--- src/design/fsdps_pkg.sv ---
// ----------------------------------------------------------------------------
// fsdps_pkg
// Shared types and constants for the four-side depth profile sums block.
// ----------------------------------------------------------------------------
package fsdps_pkg;

   // field widths
   localparam int PIXEL_W     = 8;
   localparam int LEFT_W      = 12;
   localparam int UP_W        = 12;
   localparam int RIGHT_W     = 13;
   localparam int DOWN_W      = 13;
   localparam int CFG_SIZE_W  = 7;
   localparam int THRESH_W    = 8;
   localparam int REQ_TDATA_W = 8;
   localparam int RSP_TDATA_W = 56;
   localparam int CSR_ADDR_W  = 4;
   localparam int CSR_DATA_W  = 32;

   // size limits
   localparam int MAX_WIDTH_DEF  = 64;
   localparam int MAX_HEIGHT_DEF = 64;

   // register reset values
   localparam logic [CFG_SIZE_W-1:0] WIDTH_RESET     = 7'd20;
   localparam logic [CFG_SIZE_W-1:0] HEIGHT_RESET    = 7'd40;
   localparam logic [THRESH_W-1:0]   THRESHOLD_RESET = 8'd125;

   // register indexes (paddr[3:2])
   localparam logic [1:0] REG_IMAGE_WIDTH   = 2'd0;
   localparam logic [1:0] REG_IMAGE_HEIGHT  = 2'd1;
   localparam logic [1:0] REG_INK_THRESHOLD = 2'd2;

   // one result item
   typedef struct packed {
      logic [DOWN_W-1:0]  down_sum;
      logic [RIGHT_W-1:0] right_sum;
      logic [UP_W-1:0]    up_sum;
      logic [LEFT_W-1:0]  left_sum;
   } sums_type;

   // control flags of the item in the work stage
   typedef struct packed {
      logic go;         // item completes this cycle
      logic row_end;    // last pixel of its row
      logic frame_end;  // last pixel of the frame
   } stage_ctrl_type;

endpackage

--- src/design/four_side_depth_profile_sums_top.sv ---
// Result path: input register, work stage, then the output register that drives rsp_tvalid.
// Throughput: one pixel per cycle; the only stall is a finished frame result
//   that meets a full, unaccepted output register.
// The per-column last-row store is one memory read (registered) per pixel and one write per ink pixel.
// Reset: synchronous; clears position, sums, seen bits and loads register defaults.
// ----------------------------------------------------------------------------
// four_side_depth_profile_sums_top
// Streams glyph pixels and returns the left, up, right and down profile
// depth sums once per frame. APB-style register port for size and threshold.
// ----------------------------------------------------------------------------
module four_side_depth_profile_sums_top #(
   parameter int MAX_WIDTH  = fsdps_pkg::MAX_WIDTH_DEF,
   parameter int MAX_HEIGHT = fsdps_pkg::MAX_HEIGHT_DEF
) (
   input  logic                                 clock,
   input  logic                                 reset,
   // request stream
   input  logic                                 req_tvalid,
   output logic                                 req_tready,
   input  logic [fsdps_pkg::REQ_TDATA_W-1:0]    req_tdata,   // [7:0] pixel
   // result stream
   output logic                                 rsp_tvalid,
   input  logic                                 rsp_tready,
   // [11:0] left_sum, [23:12] up_sum, [36:24] right_sum, [49:37] down_sum
   output logic [fsdps_pkg::RSP_TDATA_W-1:0]    rsp_tdata,
   // register port
   input  logic                                 csr_psel,
   input  logic                                 csr_penable,
   input  logic                                 csr_pwrite,
   input  logic [fsdps_pkg::CSR_ADDR_W-1:0]     csr_paddr,
   input  logic [fsdps_pkg::CSR_DATA_W-1:0]     csr_pwdata,
   output logic [fsdps_pkg::CSR_DATA_W-1:0]     csr_prdata,
   output logic                                 csr_pready
);
   import fsdps_pkg::*;

   localparam int CW  = $clog2(MAX_WIDTH);
   localparam int RW  = $clog2(MAX_HEIGHT);
   localparam int WW  = $clog2(MAX_WIDTH+1);
   localparam int HW  = $clog2(MAX_HEIGHT+1);
   localparam int WSZ = (WW > CFG_SIZE_W) ? WW : CFG_SIZE_W;
   localparam int HSZ = (HW > CFG_SIZE_W) ? HW : CFG_SIZE_W;

   // ---------------- registers ----------------
   logic [CFG_SIZE_W-1:0] width_ff, width_in;
   logic [CFG_SIZE_W-1:0] height_ff, height_in;
   logic [THRESH_W-1:0]   thresh_ff, thresh_in;
   logic                  csr_write;
   logic [1:0]            csr_index;

   assign csr_pready = 1'b1;
   assign csr_write  = csr_psel && csr_penable && csr_pwrite && csr_pready;
   assign csr_index  = csr_paddr[3:2];

   always_comb begin
      width_in  = width_ff;
      height_in = height_ff;
      thresh_in = thresh_ff;
      if (csr_write) begin
         case (csr_index)
            REG_IMAGE_WIDTH:   width_in  = csr_pwdata[CFG_SIZE_W-1:0];
            REG_IMAGE_HEIGHT:  height_in = csr_pwdata[CFG_SIZE_W-1:0];
            REG_INK_THRESHOLD: thresh_in = csr_pwdata[THRESH_W-1:0];
            default: ;
         endcase
      end
   end

   always_ff @(posedge clock) begin
      if (reset) begin
         width_ff  <= WIDTH_RESET;
         height_ff <= HEIGHT_RESET;
         thresh_ff <= THRESHOLD_RESET;
      end else begin
         width_ff  <= width_in;
         height_ff <= height_in;
         thresh_ff <= thresh_in;
      end
   end

   always_comb begin
      case (csr_index)
         REG_IMAGE_WIDTH:   csr_prdata = CSR_DATA_W'(width_ff);
         REG_IMAGE_HEIGHT:  csr_prdata = CSR_DATA_W'(height_ff);
         REG_INK_THRESHOLD: csr_prdata = CSR_DATA_W'(thresh_ff);
         default:           csr_prdata = '0;
      endcase
   end

   // effective size: register clamped to 1..MAX
   logic [WSZ-1:0] width_ext, width_clamp;
   logic [HSZ-1:0] height_ext, height_clamp;
   logic [WW-1:0]  width_eff;
   logic [HW-1:0]  height_eff;

   always_comb begin
      width_ext  = WSZ'(width_ff);
      height_ext = HSZ'(height_ff);
      if (width_ext == '0) begin
         width_clamp = WSZ'(1);
      end else if (width_ext > WSZ'(MAX_WIDTH)) begin
         width_clamp = WSZ'(MAX_WIDTH);
      end else begin
         width_clamp = width_ext;
      end
      if (height_ext == '0) begin
         height_clamp = HSZ'(1);
      end else if (height_ext > HSZ'(MAX_HEIGHT)) begin
         height_clamp = HSZ'(MAX_HEIGHT);
      end else begin
         height_clamp = height_ext;
      end
   end

   assign width_eff  = WW'(width_clamp);
   assign height_eff = HW'(height_clamp);

   // ---------------- handshake ----------------
   logic           req_accept;
   logic           stall;
   logic           s1_valid_ff, s1_valid_in;
   stage_ctrl_type s1_ctrl;
   logic           s1_row_end_ff, s1_frame_end_ff;
   logic [PIXEL_W-1:0] s1_pixel_ff;
   logic [CW-1:0]  s1_col_ff;
   logic [RW-1:0]  s1_row_ff;
   logic           rsp_valid_ff, rsp_valid_in;
   sums_type       rsp_sums_ff;
   sums_type       sums_next;

   // a finished frame waits only on a full, unaccepted output register
   assign stall      = s1_valid_ff && s1_frame_end_ff && rsp_valid_ff && !rsp_tready;
   assign req_tready = !stall;
   assign req_accept = req_tvalid && req_tready;

   assign s1_ctrl.go        = s1_valid_ff && !stall;
   assign s1_ctrl.row_end   = s1_row_end_ff;
   assign s1_ctrl.frame_end = s1_frame_end_ff;

   // ---------------- position ----------------
   logic [CW-1:0] pos_col;
   logic [RW-1:0] pos_row;
   logic          pos_row_end, pos_frame_end;

   fsdps_position #(
      .MAX_WIDTH  (MAX_WIDTH),
      .MAX_HEIGHT (MAX_HEIGHT)
   ) u_position (
      .clock      (clock),
      .reset      (reset),
      .advance    (req_accept),
      .width_eff  (width_eff),
      .height_eff (height_eff),
      .col        (pos_col),
      .row        (pos_row),
      .row_end    (pos_row_end),
      .frame_end  (pos_frame_end)
   );

   // ---------------- input register ----------------
   always_comb begin
      s1_valid_in = s1_valid_ff;
      if (req_accept) begin
         s1_valid_in = 1'b1;
      end else if (s1_ctrl.go) begin
         s1_valid_in = 1'b0;
      end
   end

   always_ff @(posedge clock) begin
      if (reset) begin
         s1_valid_ff <= 1'b0;
      end else begin
         s1_valid_ff <= s1_valid_in;
      end
   end

   always_ff @(posedge clock) begin
      if (req_accept) begin
         s1_pixel_ff     <= req_tdata[PIXEL_W-1:0];
         s1_col_ff       <= pos_col;
         s1_row_ff       <= pos_row;
         s1_row_end_ff   <= pos_row_end;
         s1_frame_end_ff <= pos_frame_end;
      end
   end

   // ---------------- last-row store ----------------
   logic          ram_wr_en;
   logic [CW-1:0] ram_wr_addr;
   logic [RW-1:0] ram_wr_data;
   logic [RW-1:0] ram_rd_data;

   fsdps_last_row_ram #(
      .MAX_WIDTH  (MAX_WIDTH),
      .MAX_HEIGHT (MAX_HEIGHT)
   ) u_last_row_ram (
      .clock   (clock),
      .wr_en   (ram_wr_en),
      .wr_addr (ram_wr_addr),
      .wr_data (ram_wr_data),
      .rd_en   (req_accept),
      .rd_addr (pos_col),
      .rd_data (ram_rd_data)
   );

   // ---------------- work stage ----------------
   fsdps_accum #(
      .MAX_WIDTH  (MAX_WIDTH),
      .MAX_HEIGHT (MAX_HEIGHT)
   ) u_accum (
      .clock      (clock),
      .reset      (reset),
      .ctrl       (s1_ctrl),
      .pixel      (s1_pixel_ff),
      .threshold  (thresh_ff),
      .col        (s1_col_ff),
      .row        (s1_row_ff),
      .width_eff  (width_eff),
      .height_eff (height_eff),
      .last_row   (ram_rd_data),
      .wr_en      (ram_wr_en),
      .wr_addr    (ram_wr_addr),
      .wr_data    (ram_wr_data),
      .sums_next  (sums_next)
   );

   // ---------------- output register ----------------
   always_comb begin
      rsp_valid_in = rsp_valid_ff;
      if (s1_ctrl.go && s1_frame_end_ff) begin
         rsp_valid_in = 1'b1;
      end else if (rsp_tready) begin
         rsp_valid_in = 1'b0;
      end
   end

   always_ff @(posedge clock) begin
      if (reset) begin
         rsp_valid_ff <= 1'b0;
      end else begin
         rsp_valid_ff <= rsp_valid_in;
      end
   end

   always_ff @(posedge clock) begin
      if (s1_ctrl.go && s1_frame_end_ff) begin
         rsp_sums_ff <= sums_next;
      end
   end

   assign rsp_tvalid = rsp_valid_ff;
   assign rsp_tdata  = RSP_TDATA_W'(rsp_sums_ff);

`ifndef SYNTH
   // input side stalls only behind a held result
   a_stall_cause: assert property (@(posedge clock) disable iff (reset)
      !req_tready |-> (rsp_tvalid && !rsp_tready))
      else $error("request stalled without a held result");

   // a new result only follows a completed frame
   a_result_source: assert property (@(posedge clock) disable iff (reset)
      $rose(rsp_tvalid) |-> $past(s1_ctrl.go && s1_frame_end_ff))
      else $error("result without a completed frame");

   // the frame's last pixel returns the position to the origin
   a_frame_wrap: assert property (@(posedge clock) disable iff (reset)
      (req_accept && pos_frame_end) |=> (pos_col == '0 && pos_row == '0))
      else $error("position not cleared after frame");
`endif

endmodule

--- src/design/fsdps_position.sv ---
// ----------------------------------------------------------------------------
// fsdps_position
// Raster position counter: column and row of the next item to be accepted.
// ----------------------------------------------------------------------------
module fsdps_position #(
   parameter int MAX_WIDTH  = fsdps_pkg::MAX_WIDTH_DEF,
   parameter int MAX_HEIGHT = fsdps_pkg::MAX_HEIGHT_DEF
) (
   input  logic                            clock,
   input  logic                            reset,
   input  logic                            advance,
   input  logic [$clog2(MAX_WIDTH+1)-1:0]  width_eff,
   input  logic [$clog2(MAX_HEIGHT+1)-1:0] height_eff,
   output logic [$clog2(MAX_WIDTH)-1:0]    col,
   output logic [$clog2(MAX_HEIGHT)-1:0]   row,
   output logic                            row_end,
   output logic                            frame_end
);
   import fsdps_pkg::*;

   localparam int CW = $clog2(MAX_WIDTH);
   localparam int RW = $clog2(MAX_HEIGHT);
   localparam int WW = $clog2(MAX_WIDTH+1);
   localparam int HW = $clog2(MAX_HEIGHT+1);

   logic [CW-1:0] col_ff, col_in;
   logic [RW-1:0] row_ff, row_in;

   // end-of-row / end-of-frame for the current position
   assign row_end   = ((WW'(col_ff) + WW'(1)) >= width_eff);
   assign frame_end = row_end && ((HW'(row_ff) + HW'(1)) >= height_eff);

   always_comb begin
      col_in = col_ff;
      row_in = row_ff;
      if (advance) begin
         if (frame_end) begin
            col_in = '0;
            row_in = '0;
         end else if (row_end) begin
            col_in = '0;
            row_in = row_ff + RW'(1);
         end else begin
            col_in = col_ff + CW'(1);
         end
      end
   end

   always_ff @(posedge clock) begin
      if (reset) begin
         col_ff <= '0;
         row_ff <= '0;
      end else begin
         col_ff <= col_in;
         row_ff <= row_in;
      end
   end

   assign col = col_ff;
   assign row = row_ff;

endmodule

--- src/design/fsdps_last_row_ram.sv ---
// ----------------------------------------------------------------------------
// fsdps_last_row_ram
// Per-column last ink row store: one write port, one registered read port,
// with write-to-read bypass for a same-address access in the same cycle.
// ----------------------------------------------------------------------------
module fsdps_last_row_ram #(
   parameter int MAX_WIDTH  = fsdps_pkg::MAX_WIDTH_DEF,
   parameter int MAX_HEIGHT = fsdps_pkg::MAX_HEIGHT_DEF
) (
   input  logic                          clock,
   input  logic                          wr_en,
   input  logic [$clog2(MAX_WIDTH)-1:0]  wr_addr,
   input  logic [$clog2(MAX_HEIGHT)-1:0] wr_data,
   input  logic                          rd_en,
   input  logic [$clog2(MAX_WIDTH)-1:0]  rd_addr,
   output logic [$clog2(MAX_HEIGHT)-1:0] rd_data
);
   import fsdps_pkg::*;

   localparam int RW = $clog2(MAX_HEIGHT);

   logic [RW-1:0] mem [MAX_WIDTH];
   logic [RW-1:0] rd_data_ff;

   always_ff @(posedge clock) begin
      if (wr_en) begin
         mem[wr_addr] <= wr_data;
      end
   end

   // registered read; a write to the same entry this cycle wins
   always_ff @(posedge clock) begin
      if (rd_en) begin
         if (wr_en && (wr_addr == rd_addr)) begin
            rd_data_ff <= wr_data;
         end else begin
            rd_data_ff <= mem[rd_addr];
         end
      end
   end

   assign rd_data = rd_data_ff;

endmodule

--- src/design/fsdps_accum.sv ---
// ----------------------------------------------------------------------------
// fsdps_accum
// Work stage: ink test, row tracking, per-column seen bits and the four
// running sums. Produces the next sums and the last-row store write.
// ----------------------------------------------------------------------------
module fsdps_accum #(
   parameter int MAX_WIDTH  = fsdps_pkg::MAX_WIDTH_DEF,
   parameter int MAX_HEIGHT = fsdps_pkg::MAX_HEIGHT_DEF
) (
   input  logic                            clock,
   input  logic                            reset,
   input  fsdps_pkg::stage_ctrl_type       ctrl,
   input  logic [fsdps_pkg::PIXEL_W-1:0]   pixel,
   input  logic [fsdps_pkg::THRESH_W-1:0]  threshold,
   input  logic [$clog2(MAX_WIDTH)-1:0]    col,
   input  logic [$clog2(MAX_HEIGHT)-1:0]   row,
   input  logic [$clog2(MAX_WIDTH+1)-1:0]  width_eff,
   input  logic [$clog2(MAX_HEIGHT+1)-1:0] height_eff,
   input  logic [$clog2(MAX_HEIGHT)-1:0]   last_row,
   output logic                            wr_en,
   output logic [$clog2(MAX_WIDTH)-1:0]    wr_addr,
   output logic [$clog2(MAX_HEIGHT)-1:0]   wr_data,
   output fsdps_pkg::sums_type             sums_next
);
   import fsdps_pkg::*;

   localparam int CW = $clog2(MAX_WIDTH);
   localparam int WW = $clog2(MAX_WIDTH+1);

   logic [MAX_WIDTH-1:0] seen_ff, seen_in;
   logic                 row_ink_ff, row_ink_in;
   logic [CW-1:0]        last_col_ff, last_col_in;
   sums_type             sums_ff, sums_in;

   logic          ink;
   logic          seen_cur;
   logic          row_ink_hit;
   logic [CW-1:0] last_col_hit;

   assign ink          = (pixel >= threshold);
   assign seen_cur     = seen_ff[col];
   assign row_ink_hit  = row_ink_ff | ink;
   assign last_col_hit = ink ? col : last_col_ff;

   // next sums for this pixel
   always_comb begin
      sums_next = sums_ff;
      if (ink && !row_ink_ff) begin
         sums_next.left_sum = sums_ff.left_sum + LEFT_W'(col);
      end
      if (ink) begin
         if (!seen_cur) begin
            sums_next.up_sum   = sums_ff.up_sum + UP_W'(row);
            sums_next.down_sum = sums_ff.down_sum + DOWN_W'(height_eff) - DOWN_W'(row);
         end else begin
            // swap the old (h - last) term for (h - row)
            sums_next.down_sum = sums_ff.down_sum + DOWN_W'(last_row) - DOWN_W'(row);
         end
      end
      if (ctrl.row_end && row_ink_hit && (WW'(last_col_hit) < width_eff)) begin
         sums_next.right_sum = sums_ff.right_sum + RIGHT_W'(width_eff)
                               - RIGHT_W'(last_col_hit);
      end
   end

   // state update; the frame's last pixel clears everything
   always_comb begin
      seen_in     = seen_ff;
      row_ink_in  = row_ink_ff;
      last_col_in = last_col_ff;
      sums_in     = sums_ff;
      if (ctrl.go) begin
         if (ctrl.frame_end) begin
            seen_in     = '0;
            row_ink_in  = 1'b0;
            last_col_in = '0;
            sums_in     = '0;
         end else begin
            sums_in = sums_next;
            if (ink) begin
               seen_in[col] = 1'b1;
            end
            if (ctrl.row_end) begin
               row_ink_in  = 1'b0;
               last_col_in = '0;
            end else begin
               row_ink_in  = row_ink_hit;
               last_col_in = last_col_hit;
            end
         end
      end
   end

   always_ff @(posedge clock) begin
      if (reset) begin
         seen_ff     <= '0;
         row_ink_ff  <= 1'b0;
         last_col_ff <= '0;
         sums_ff     <= '0;
      end else begin
         seen_ff     <= seen_in;
         row_ink_ff  <= row_ink_in;
         last_col_ff <= last_col_in;
         sums_ff     <= sums_in;
      end
   end

   // last ink row per column
   assign wr_en   = ctrl.go && ink;
   assign wr_addr = col;
   assign wr_data = row;

endmodule

--- config.mk ---
export PLATFORM = sky130hd
export DESIGN_NAME = four_side_depth_profile_sums_top
export DESIGN_NICKNAME = d
export VERILOG_FILES = /design/src/design/fsdps_pkg.sv /design/src/design/four_side_depth_profile_sums_top.sv /design/src/design/fsdps_position.sv /design/src/design/fsdps_last_row_ram.sv /design/src/design/fsdps_accum.sv
export SDC_FILE = /design/constraint.sdc
export NUM_CORES = 1
export LEC_CHECK = 0
export ABC_CLOCK_PERIOD_IN_PS = 5450
export BUFFER_PORTS_ARGS = -buffer_cell sky130_fd_sc_hd__buf_2
export CORE_MARGIN = 2
export CORE_UTILIZATION = 60
export CTS_BUF_LIST = sky130_fd_sc_hd__clkbuf_8
export DETAILED_ROUTE_END_ITERATION = 7
export MAX_ROUTING_LAYER = met4
export PLACE_DENSITY = 0.75
export SLEW_MARGIN = 25
export SYNTH_ARGS = -nofsm -noshare
export SYNTH_HDL_FRONTEND = slang
export SYNTH_HIERARCHICAL = 1
export SYNTH_SLANG_ARGS = --single-unit
--- constraint.sdc ---
create_clock -name clock -period 5.45 [get_ports clock]
set_clock_uncertainty 0.05 [all_clocks]
set_input_delay 0 -clock clock [delete_from_list [all_inputs] [get_ports clock]]
set_output_delay 0 -clock clock [all_outputs]
set_load 0.02 [all_outputs]
==> results.ini <==
[clock_network]
path_clk_slew_ps=60
cts_made_buffers=99
cts_tree=built
clockRootBuffer=clkbuf_8
clock_sinks=619
cts_buffer_depth=3
htree_levels=3
clock_latency_ps=700

[worst_setup_path]
r2r-end=u_accum/sums_ff[36]
crit_arrival_ps=5700
crit_type=flop to flop
cp_top_family=compound AO/OA/AOI/OAI gates
critPathMaxFanout=8
rrSetupSlack_ps=280
crit_path_start_kind=flop
cp.required_ps=5980
cp.depth=26
path_common_cell=inv_1
worst-path-buf-inv=6
endpoint_kind=flop
crit_start=s1_pixel_ff[0]
timing.critical_path.slowest_cell_delay_ps=400
r2r-start=s1_pixel_ff[0]
reg2reg_depth=26
slowest_stage=fa_1
crit_end=u_accum/sums_ff[36]

[global_routing]
grt_pass1_wl_um=99470
grt_max_degree=68
grt_usage_pct=26.87
antenna_found_initial=0
grt_pass1_vias=18030
grt-ovfl-total=0

[synthesis]
synthAdderAreaFrac_pct=4.787
ys_ff_latch=619
yosys.cell_types.count=80
syn_area_um2=28490
synth_compound_gate_area_share_pct=9.148
synth_top_family_by_area=multiplexers
synth-simple-area-share_pct=8.498
synth_xor_area_share_pct=1.845
post_synth.cell_area_avg_um2=13.14
synthMuxAreaShare_pct=11.48
seq_area_frac_synth_pct=59.73
syn-instance-count=2168
ys_async_sr_fraction_pct=0
synth_flop_cell=edfxtp_1
ys_warn_count=6
synth_edf_count=462

[sta]
fin_crit_sh_pct=94.87
setup_slack_ps=279.4
holdWs_ps=99.21
slew_headroom_pct=27.54
fmax_mhz=193.4
finalCriticalPeriod_ps=5171
hold_viol_final=0
finalMaxSlewViolations=0
tightest_slew_ps=1082
tns_ps=0
setup_viol_count_final=0

[die]
die_y_um=221.9
dieWidth_um=221.9
initial_utilization_pct=60.93
core_area_um2=46750
ios=142
die_area_um2=49240
rows=79

[placement]
hpwl_um=41100
place_ws_ps=228.2
dp_cells=2777
gp_congestion=0.8963
placed_area_um2=29270
port_buffers=84

[route]
routed-via-count=18020
avgRoutedWirePerCell_um=21.37
drc=0
vias_per_cell=6.001
drtIter0Drc=1598
drt_wl_total_um=64150
ant_nets=0
drt_pass1_iterations=6

[power_and_ir_drop]
ir_drop_v=0.0002964
total_power_mw=9.644
powerDensity_nw_per_um2=304.8
leakage_nw=11.38

[flow_run]
cap_violations=0

[hold_path]
hold_class=primary input to flop

[cells_and_area]
drive_gt1_share_pct=15.49
finalNetCount=2460
syn_to_final_growth_pct=11.06
finalNonFillerCells=3002
num_antenna_cells=0
fin_area_um2=31640
final_cell_mix=edfxtp_1 (462), nor2_1 (238), inv_1 (155)
layout_commonest_cell=edfxtp_1
utilization_pct=67.67

[status]
status=finished clean

worst min-delay path, cell delays in order:
cell and delay, ps:
dlygate4sd3_1 510, buf_2 110, nor2_1 50, mux2i_1 120
sequential cells by signal (all words and copies together) (netlist names):
register,flops
u_last_row_ram/mem,384
u_accum/seen_ff,64
s1_frame_end_ff,1
u_last_row_ram/rd_data,6
u_position/row,6
u_accum/row_ink_ff,1
u_position/col,6
s1_pixel_ff,8
u_accum/last_col_ff,6
thresh_ff,8
s1_row_end_ff,1
s1_col_ff,6
rsp_tdata,50
u_accum/sums_ff,50
s1_row_ff,6
height_ext,7
rsp_tvalid,1
s1_valid_ff,1
width_ext,7
worst min path at each step:
stage,start,to,depth (start not counted)
global placement,req_tdata[0],s1_pixel_ff[0],1
CTS,csr_pwdata[3],height_ext[3],4
floorplan,req_tdata[0],s1_pixel_ff[0],0
global route,csr_pwdata[5],thresh_ff[5],4
detailed placement,req_tdata[2],s1_pixel_ff[2],1
finish,csr_pwdata[4],width_ext[4],4
synthesized netlist by cell type, types with 4 or more instances:
cell type	number	area, um2
mux2i_1	141	1411
o22ai_1	4	25.02
edfxtp_1	462	13870
a32o_1	4	40.04
o21a_1	74	555.5
a21o_1	15	112.6
nor3_1	17	85.08
mux4_2	68	1531
a211oi_1	17	127.6
or3_1	15	93.84
o21bai_1	7	52.55
a21oi_1	66	330.3
nor2_1	239	897.1
and2_1	6	37.54
nand2_1	80	300.3
inv_1	116	435.4
nor4_1	4	25.02
mux2_2	20	225.2
nand4_1	8	50.05
nand3_1	40	200.2
nand2b_1	30	187.7
nand3b_1	4	30.03
nand4b_1	4	35.03
a31oi_1	8	50.05
nor2b_1	41	256.5
ha_1	77	963.4
a311oi_1	5	43.79
and3_1	7	43.79
a22oi_1	60	450.4
buf_6	7	78.83
a22o_1	17	148.9
clkbuf_1	58	217.7
buf_4	49	367.9
xor2_1	26	227.7
fa_1	20	400.4
buf_2	32	160.2
xnor2_1	34	297.8
o21ai_0	54	270.3
dfxtp_1	157	3143
o21ai_1	8	40.04
cell families (layout without fill, tap and decap cells):
group,count (synthesis),after routing
AO/OA/AOI/OAI,377,377
XOR/XNOR,60,60
adder cells (fa/ha/maj),97,97
buffers and inverters,267,465
flip-flops,619,619
multiplexers,233,233
other,2,31
AND/OR/NAND/NOR,513,513
timing repair:
item,CTS,global route
setup buffers,0,1
setup endpoints to repair,0,6
endpoints found under the hold margin,85,0
gates resized for setup,0,7
hold buffers,40,0
area by class of cell:
type / count / area (um2)
multi-input cells: 1311 / 10380
repair buffers: 163 / 1114
flip-flops and latches: 619 / 17030
inverters: 118 / 442.9
clock buffers: 113 / 1555
well taps: 607 / 759.5
clock inverters: 71 / 367.9
fillers: 3261 / 15110
per-layer routing:
| metal | GRT usage [%] | vias to the layer above | share of wire, % |
|---|---|---|---|
| met5 | - | - | 0 |
| met4 | 10.16 | 0 | 3.4 |
| met3 | 4.744 | 152 | 6.2 |
| met2 | 43.91 | 650 | 50 |
| met1 | 33.77 | 8938 | 41 |
| li1 | - | 8276 | - |
power by group:
group | internal (mW) | leakage (nW) | total, mW | switching [mW]
clock | 1.96 | 1.13 | 3.79 | 1.83
sequential | 5.08 | 5.50 | 5.13 | 0.0478
combinational | 0.284 | 4.75 | 0.730 | 0.446
total | 7.32 | 11.4 | 9.64 | 2.32
Note: power is estimated with default switching activity, not from simulation.
